### src/rtl/sm83_pkg.sv
// Package for the SM83 instruction subset executor.
// Holds the instruction and result word types, opcodes, status codes and fixed addresses.
// No dependencies.
package sm83_pkg;

    typedef struct packed {
        logic [7:0] opcode;
        logic [7:0] imm_low;
        logic [7:0] imm_high;
        logic [7:0] read_data;
    } instr_word_t;

    typedef struct packed {
        logic [1:0]  status;
        logic [15:0] next_pc;
        logic [7:0]  acc_out;
        logic [7:0]  b_out;
        logic [7:0]  c_out;
        logic [15:0] hl_out;
        logic [3:0]  flags_out;
        logic        write_enable;
        logic [15:0] write_address;
        logic [7:0]  write_data;
        logic [15:0] read_address;
    } result_word_t;

    // Status codes
    localparam logic [1:0] ST_OK       = 2'd0;
    localparam logic [1:0] ST_PC_RANGE = 2'd1;
    localparam logic [1:0] ST_BAD_OP   = 2'd2;

    // Opcodes
    localparam logic [7:0] OP_NOP      = 8'h00;
    localparam logic [7:0] OP_DEC_B    = 8'h05;
    localparam logic [7:0] OP_LD_B_D8  = 8'h06;
    localparam logic [7:0] OP_DEC_C    = 8'h0D;
    localparam logic [7:0] OP_LD_C_D8  = 8'h0E;
    localparam logic [7:0] OP_RRCA     = 8'h0F;
    localparam logic [7:0] OP_JR_NZ    = 8'h20;
    localparam logic [7:0] OP_LD_HL_16 = 8'h21;
    localparam logic [7:0] OP_LDD_HL_A = 8'h32;
    localparam logic [7:0] OP_LD_HL_D8 = 8'h36;
    localparam logic [7:0] OP_LD_A_D8  = 8'h3E;
    localparam logic [7:0] OP_XOR_B    = 8'hA8;
    localparam logic [7:0] OP_XOR_A    = 8'hAF;
    localparam logic [7:0] OP_JP_A16   = 8'hC3;
    localparam logic [7:0] OP_LDH_N_A  = 8'hE0;
    localparam logic [7:0] OP_LD_C_A   = 8'hE2;
    localparam logic [7:0] OP_LD_A16_A = 8'hEA;
    localparam logic [7:0] OP_LDH_A_N  = 8'hF0;
    localparam logic [7:0] OP_DI       = 8'hF3;
    localparam logic [7:0] OP_EI       = 8'hFB;
    localparam logic [7:0] OP_CP_D8    = 8'hFE;

    // Fixed addresses and reset values
    localparam logic [15:0] PC_ENTRY = 16'h0100;
    localparam logic [7:0]  IO_PAGE  = 8'hFF;
    localparam logic [15:0] IE_ADDR  = 16'hFFFF;

endpackage

### src/rtl/sm83_instruction_subset_executor_top.sv
// Top level of the SM83 instruction subset executor.
// Depends on sm83_pkg for word types, opcodes and status codes.
//
//  channel  | direction | handshake                   | word
//  ---------+-----------+-----------------------------+----------------
//  instr    | in        | instr_valid / instr_ready   | instr_word_t
//  result   | out       | result_valid / result_ready | result_word_t
//
// One instruction per cycle sustained while the result is not stalled. An
// accepted instruction word sits in the instruction register while decode,
// the 8-bit ALU and the PC adder feed the result register and the
// architectural registers.
// Reset loads PC with 0x0100 and clears A, B, C, HL, the flags and both valid bits.
// A stalled result holds the result register; the instruction register still
// takes a word while it is empty, and further words wait for the stall to end.
module sm83_instruction_subset_executor_top
    import sm83_pkg::*;
(
    input  logic         clk,
    input  logic         rst_n,
    input  logic         instr_valid,
    output logic         instr_ready,
    input  instr_word_t  instr,
    output logic         result_valid,
    input  logic         result_ready,
    output result_word_t result
);

    // Instruction register
    logic        ir_valid_reg;
    instr_word_t ir_reg;

    // Architectural state
    logic [15:0] pc_reg, pc_next;
    logic [7:0]  a_reg, a_next;
    logic [7:0]  b_reg, b_next;
    logic [7:0]  c_reg, c_next;
    logic [15:0] hl_reg, hl_next;
    logic [3:0]  f_reg, f_next;

    // Result register
    logic         res_valid_reg;
    result_word_t res_reg, res_next;

    logic exec_fire;

    // Execute whenever the result register is empty or being drained.
    assign exec_fire   = ir_valid_reg && (!res_valid_reg || result_ready);
    assign instr_ready = !ir_valid_reg || exec_fire;

    assign result_valid = res_valid_reg;
    assign result       = res_reg;

    always_ff @(posedge clk or negedge rst_n)
    begin
        if (!rst_n)
        begin
            ir_valid_reg <= 1'b0;
        end
        else if (instr_ready)
        begin
            ir_valid_reg <= instr_valid;
        end
    end

    always_ff @(posedge clk)
    begin
        if (instr_ready && instr_valid)
        begin
            ir_reg <= instr;
        end
    end

    // Execute stage: decode, ALU, PC update and memory write request.
    logic [15:0] pc_inc1, pc_inc2, pc_inc3, jr_target, imm16;
    logic [7:0]  dec_src, dec_res, xor_res;
    logic [3:0]  dec_flags, cp_flags;
    logic [7:0]  op, lo;

    always_comb
    begin
        op        = ir_reg.opcode;
        lo        = ir_reg.imm_low;
        imm16     = {ir_reg.imm_high, ir_reg.imm_low};
        pc_inc1   = pc_reg + 16'd1;
        pc_inc2   = pc_reg + 16'd2;
        pc_inc3   = pc_reg + 16'd3;
        jr_target = pc_inc2 + {{8{lo[7]}}, lo};

        // DEC B and DEC C share one decrementer; carry is kept.
        dec_src   = (op == OP_DEC_C) ? c_reg : b_reg;
        dec_res   = dec_src - 8'd1;
        dec_flags = {(dec_res == 8'd0), 1'b1, (dec_src[3:0] == 4'd0), f_reg[0]};

        // CP d8: half borrow from the low nibbles.
        cp_flags  = {(a_reg == lo), 1'b1, (a_reg[3:0] < lo[3:0]), (lo > a_reg)};

        xor_res   = a_reg ^ b_reg;

        pc_next  = pc_inc1;
        a_next   = a_reg;
        b_next   = b_reg;
        c_next   = c_reg;
        hl_next  = hl_reg;
        f_next   = f_reg;

        res_next               = '0;
        res_next.status        = ST_OK;

        case (op)
            OP_NOP:
            begin
            end
            OP_DEC_B:
            begin
                b_next = dec_res;
                f_next = dec_flags;
            end
            OP_DEC_C:
            begin
                c_next = dec_res;
                f_next = dec_flags;
            end
            OP_LD_B_D8:
            begin
                b_next  = lo;
                pc_next = pc_inc2;
            end
            OP_LD_C_D8:
            begin
                c_next  = lo;
                pc_next = pc_inc2;
            end
            OP_LD_A_D8:
            begin
                a_next  = lo;
                pc_next = pc_inc2;
            end
            OP_RRCA:
            begin
                a_next = {a_reg[0], a_reg[7:1]};
                f_next = {3'b000, a_reg[0]};
            end
            OP_JR_NZ:
            begin
                pc_next = f_reg[3] ? pc_inc2 : jr_target;
            end
            OP_LD_HL_16:
            begin
                hl_next = imm16;
                pc_next = pc_inc3;
            end
            OP_LDD_HL_A:
            begin
                res_next.write_enable  = 1'b1;
                res_next.write_address = hl_reg;
                res_next.write_data    = a_reg;
                hl_next                = hl_reg - 16'd1;
            end
            OP_LD_HL_D8:
            begin
                res_next.write_enable  = 1'b1;
                res_next.write_address = hl_reg;
                res_next.write_data    = lo;
                pc_next                = pc_inc2;
            end
            OP_XOR_B:
            begin
                a_next = xor_res;
                f_next = {(xor_res == 8'd0), 3'b000};
            end
            OP_XOR_A:
            begin
                a_next = 8'd0;
                f_next = 4'b1000;
            end
            OP_JP_A16:
            begin
                pc_next = imm16;
            end
            OP_LDH_N_A:
            begin
                res_next.write_enable  = 1'b1;
                res_next.write_address = {IO_PAGE, lo};
                res_next.write_data    = a_reg;
                pc_next                = pc_inc2;
            end
            OP_LD_C_A:
            begin
                res_next.write_enable  = 1'b1;
                res_next.write_address = {IO_PAGE, c_reg};
                res_next.write_data    = a_reg;
            end
            OP_LD_A16_A:
            begin
                res_next.write_enable  = 1'b1;
                res_next.write_address = imm16;
                res_next.write_data    = a_reg;
                pc_next                = pc_inc3;
            end
            OP_LDH_A_N:
            begin
                res_next.read_address = {IO_PAGE, lo};
                a_next                = ir_reg.read_data;
                pc_next               = pc_inc2;
            end
            OP_DI:
            begin
                res_next.write_enable  = 1'b1;
                res_next.write_address = IE_ADDR;
                res_next.write_data    = 8'd0;
            end
            OP_EI:
            begin
                res_next.write_enable  = 1'b1;
                res_next.write_address = IE_ADDR;
                res_next.write_data    = 8'd1;
            end
            OP_CP_D8:
            begin
                f_next  = cp_flags;
                pc_next = pc_inc2;
            end
            default:
            begin
                // Unlisted opcode: count the fetch, change nothing else.
                res_next.status = ST_BAD_OP;
            end
        endcase

        // PC at or above 32 KiB: freeze everything and drop the write.
        if (pc_reg[15])
        begin
            pc_next  = pc_reg;
            a_next   = a_reg;
            b_next   = b_reg;
            c_next   = c_reg;
            hl_next  = hl_reg;
            f_next   = f_reg;
            res_next = '0;
            res_next.status = ST_PC_RANGE;
        end

        res_next.next_pc   = pc_next;
        res_next.acc_out   = a_next;
        res_next.b_out     = b_next;
        res_next.c_out     = c_next;
        res_next.hl_out    = hl_next;
        res_next.flags_out = f_next;
    end

    // Architectural registers advance only when an instruction executes.
    always_ff @(posedge clk or negedge rst_n)
    begin
        if (!rst_n)
        begin
            pc_reg <= PC_ENTRY;
            a_reg  <= 8'd0;
            b_reg  <= 8'd0;
            c_reg  <= 8'd0;
            hl_reg <= 16'd0;
            f_reg  <= 4'd0;
        end
        else if (exec_fire)
        begin
            pc_reg <= pc_next;
            a_reg  <= a_next;
            b_reg  <= b_next;
            c_reg  <= c_next;
            hl_reg <= hl_next;
            f_reg  <= f_next;
        end
    end

    // Result register: hold while stalled, load on execute.
    always_ff @(posedge clk or negedge rst_n)
    begin
        if (!rst_n)
        begin
            res_valid_reg <= 1'b0;
        end
        else if (exec_fire)
        begin
            res_valid_reg <= 1'b1;
        end
        else if (result_ready)
        begin
            res_valid_reg <= 1'b0;
        end
    end

    always_ff @(posedge clk)
    begin
        if (exec_fire)
        begin
            res_reg <= res_next;
        end
    end

endmodule

### config.mk
export PLATFORM = sky130hd
export DESIGN_NAME = sm83_instruction_subset_executor_top
export DESIGN_NICKNAME = d
export VERILOG_FILES = /design/src/rtl/sm83_pkg.sv /design/src/rtl/sm83_instruction_subset_executor_top.sv
export SDC_FILE = /design/constraint.sdc
export NUM_CORES = 1
export LEC_CHECK = 0
export BUFFER_PORTS_ARGS = -buffer_cell sky130_fd_sc_hd__buf_2
export CAP_MARGIN = 10
export CORE_MARGIN = 2
export CORE_UTILIZATION = 25
export DETAILED_ROUTE_END_ITERATION = 10
export GPL_TIMING_DRIVEN = 0
export MAX_ROUTING_LAYER = met4
export PLACE_DENSITY_LB_ADDON = 0.3
export SETUP_SLACK_MARGIN = 0.3
export SLEW_MARGIN = 20
export SYNTH_ARGS = -nofsm -noshare
export SYNTH_HDL_FRONTEND = slang
export SYNTH_SLANG_ARGS = --single-unit
### constraint.sdc
create_clock -name clk -period 5.1 [get_ports clk]
set_input_delay 0 -clock clk [delete_from_list [all_inputs] [get_ports clk]]
set_output_delay 0 -clock clk [all_outputs]
set_load 0.005 [all_outputs]
==> metrics.yaml <==
numPortBuffers: 140
drc: 0
multi_input_area_um2: 5400
drt_iter0_markers: 1140
yosys_warnings: 0
vias: 10290
dieArea_um2: 46960
crit_buf_inv: 4
pre_cts_ws_ps: 535.1
yosysSeqAreaShare_pct: 47.71
finalWorstPathRequiredPeriod_ps: 4402
nNetsFinal: 1431
synthToLayoutAreaGrowth_pct: 21.76
tightest_slew_ps: 1083
synth_nets: 1232
ant_nets: 0
h-tree-depth: 4
power_density_nw_per_um2: 251.4
grt.total_usage_pct: 18.23
crit_family: "compound AO/OA/AOI/OAI gates"
cts_root_buffer: "clkbuf_16"
netlist_top_cells_area: "edfxtp_1, dfrtp_1, o21ai_0"
fin_tns_setup_ps: 0
startpoint_type: "flop"
grt_pass1_vias: 9987
largest_reg_flops: 96
ctsLongestPathBuffers: 2
cpPeakStageDelay_ps: 480
worstPathRequired_ps: 5400
async_flop_share_pct: 32.63
fp.dieH_um: 216.7
status: "completed"
cts_tree: "yes"
clkTransAtPathRegs_ps: 70
max-cap-violations: 0
layout-drive-gt1-share_pct: 17.21
cp_max_fo: 10
worstSetupPathType: "flop to flop"
yosys_register_bits: 190
synth_cell_type_count: 76
grt_max_degree: 49
routed_via_density: 5.241
clk_latency_ps: 480
rows: 77
hold_viol_final: 0
io_pins: 141
yosysTopAreaCell: "edfxtp_1"
synth_top_area_share_pct: 33.98
rsz0062_at_grt: "false"
ir_worst_vdd_mv: 0.2005
p_leak_nw: 5.342
hp-class: "input pin to async pin"
skew_ps: 21.55
arrival_ps: 4700
post-route-period-util_pct: 86.32
syn-cell-area_um2: 11310
synth_ff_type: "edfxtp_1"
core_um2: 44410
path_cells: "buf_2 -> nor4_2 -> nand4_1 -> buf_2 -> buf_1 -> mux2i_1 -> ha_1 -> clkbuf_2 -> nand3b_1 -> o21ai_0 -> nand3b_1 -> a21boi_0 -> o31ai_2 -> o21a_1"
setup_ws_ps: 697.9
wire_per_inst_um: 21.20
slowest_stage: "edfxtp_1"
grt-ovfl-total: 0
relSlewSlack_pct: 27.27
netlist_instances: 1159
path_depth: 14
seq_area_um2: 5396
setup_viol: 0
final_util_pct: 31.01
dieWidth_um: 216.7
clock.fmax_mhz: 227.2
reg2reg_depth: 14
antenna_found_initial: 1
r2r-start: "op[5]$_DFFE_PP_"
fillers: 4629
hpwl_um: 30440
gp_congestion: 0.9283
cts_buffers: 17
grt_pass1_wl_um: 62630
p_total_mw: 3.463
fin_hold_ws_ps: 51.20
start_util_pct: 25.47
crit_path_end_kind: "flop"
synth-edff-count: 128
slew_violations: 0
syn_avg_cell_area_um2: 9.759
drtPass1Iterations: 7
clkSinkCount: 190
drt-total-wl_um: 41630
crit_start: "op[5]$_DFFE_PP_"
-- routing by layer --
metal  global-route usage, %  vias up  routed length (µm)
met5                       -        -                   0
met4                   6.416        0                1177
met3                   3.509       69                2690
met2                   28.46      428               19360
met1                   23.57     5021               18410
li1                        -     4776                   -
-- cell usage after synthesis, types with 12 or more instances --
library cell    n
o22ai_1        17
nor2b_1        21
xnor2_1        18
a222oi_1       13
a22o_1         26
dfrtp_1        61
ha_1           35
nor2_1         92
clkbuf_1       62
nor3_1         28
nand2_1       111
mux2_2         21
nand4_1        14
nand3_1        17
and2_1         20
edfxtp_1      128
a21oi_1        88
nor4_1         12
inv_1          35
a22oi_1        39
o21ai_0        93
-- worst reg2reg max path, cell delays in order, from the launching register on --
cell      delay [ps]
edfxtp_1         480
buf_2            230
nor4_2           450
nand4_1          200
buf_2            260
buf_1            270
mux2i_1          350
ha_1             200
clkbuf_2         220
nand3b_1         220
o21ai_0          300
nand3b_1         160
a21boi_0         200
o31ai_2          450
o21a_1           260
-- cells by family (layout without fill, tap and decap cells) --
kind of cell             count (synthesis)  after routing  synth area share (%)
AND/OR/NAND/NOR                        376            376                 16.63
AO/OA/AOI/OAI                          374            374                 21.87
flip-flops                             190            190                 47.71
buffers and inverters                  126            338                 4.701
adder cells (fa/ha/maj)                 37             37                 4.226
XOR/XNOR                                29             29                 2.246
multiplexers                            27             27                 2.622
other                                    0              1                     0
-- final timing paths --
path / to / slack (ps)
min reg2reg: f_reg[2]$_DFFE_PN0P_ / 490
max in group asynchronous: pc_reg[8]$_DFFE_PN1P_ / 4390
min in group clk: ir_reg[0]$_DFFE_PP_ / 230
max reg2reg: result[44]$_DFFE_PP_ / 700
min: result_valid$_DFFE_PN0P_ / 50
max: result[44]$_DFFE_PP_ / 700
-- power by group --
| part | internal, mW | switching (mW) | total, mW |
|---|---|---|---|
| Clock | 0.633 | 0.650 | 1.28 |
| Sequential | 1.73 | 0.0528 | 1.78 |
| Combinational | 0.150 | 0.248 | 0.398 |
-- layout make-up --
cell class / count / share of cell area [%]
antenna: 1 / 0.01817
sequential: 190 / 39.18
timing repair buffer: 180 / 8.358
buffer: 91 / 2.971
multi-input combinational: 843 / 39.21
clock inverter: 13 / 0.7813
clock buffer: 19 / 3.143
tap: 592 / 5.378
inverter: 35 / 0.9539
-- metrics by stage --
step	cells	instance area [µm²]
4_1_cts	1963	13750
3_5_place_dp	1895	12850
3_3_place_gp	1891	12750
2_1_floorplan	1159	11310
6_report	1964	13770
5_1_grt	1963	13770
-- layout by cell type, fill, tap and decap left out, types with 6 or more instances in the layout --
cell type and instances:
a21o_1 10, a21oi_1 88, a221oi_1 9, a222oi_1 13
a22o_1 26, a22oi_1 39, a31oi_1 6, and2_1 19
and3_1 11, and4_1 6, buf_1 6, buf_2 150
buf_4 9, clkbuf_1 61, clkbuf_16 17, dfrtp_1 61
dlygate4sd3_1 36, edfxtp_1 128, ha_1 35, inv_1 35
mux2_2 21, mux2i_1 6, nand2_1 111, nand2b_1 11
nand3_1 17, nand4_1 14, nor2_1 92, nor2b_1 21
nor3_1 27, nor4_1 11, o21a_1 9, o21ai_0 93
o22a_1 8, o22ai_1 17, xnor2_1 18, xor2_1 11
-- what timing repair did --
| action | CTS | global route |
|---|---|---|
| setup buffers | 0 | 0 |
| setup endpoints to repair | 0 | 5 |
| hold buffers | 36 | 0 |
| hold endpoints to repair | 95 | 0 |
| resized for setup | 0 | 7 |
No activity file was read; power rests on OpenSTA's default activity.
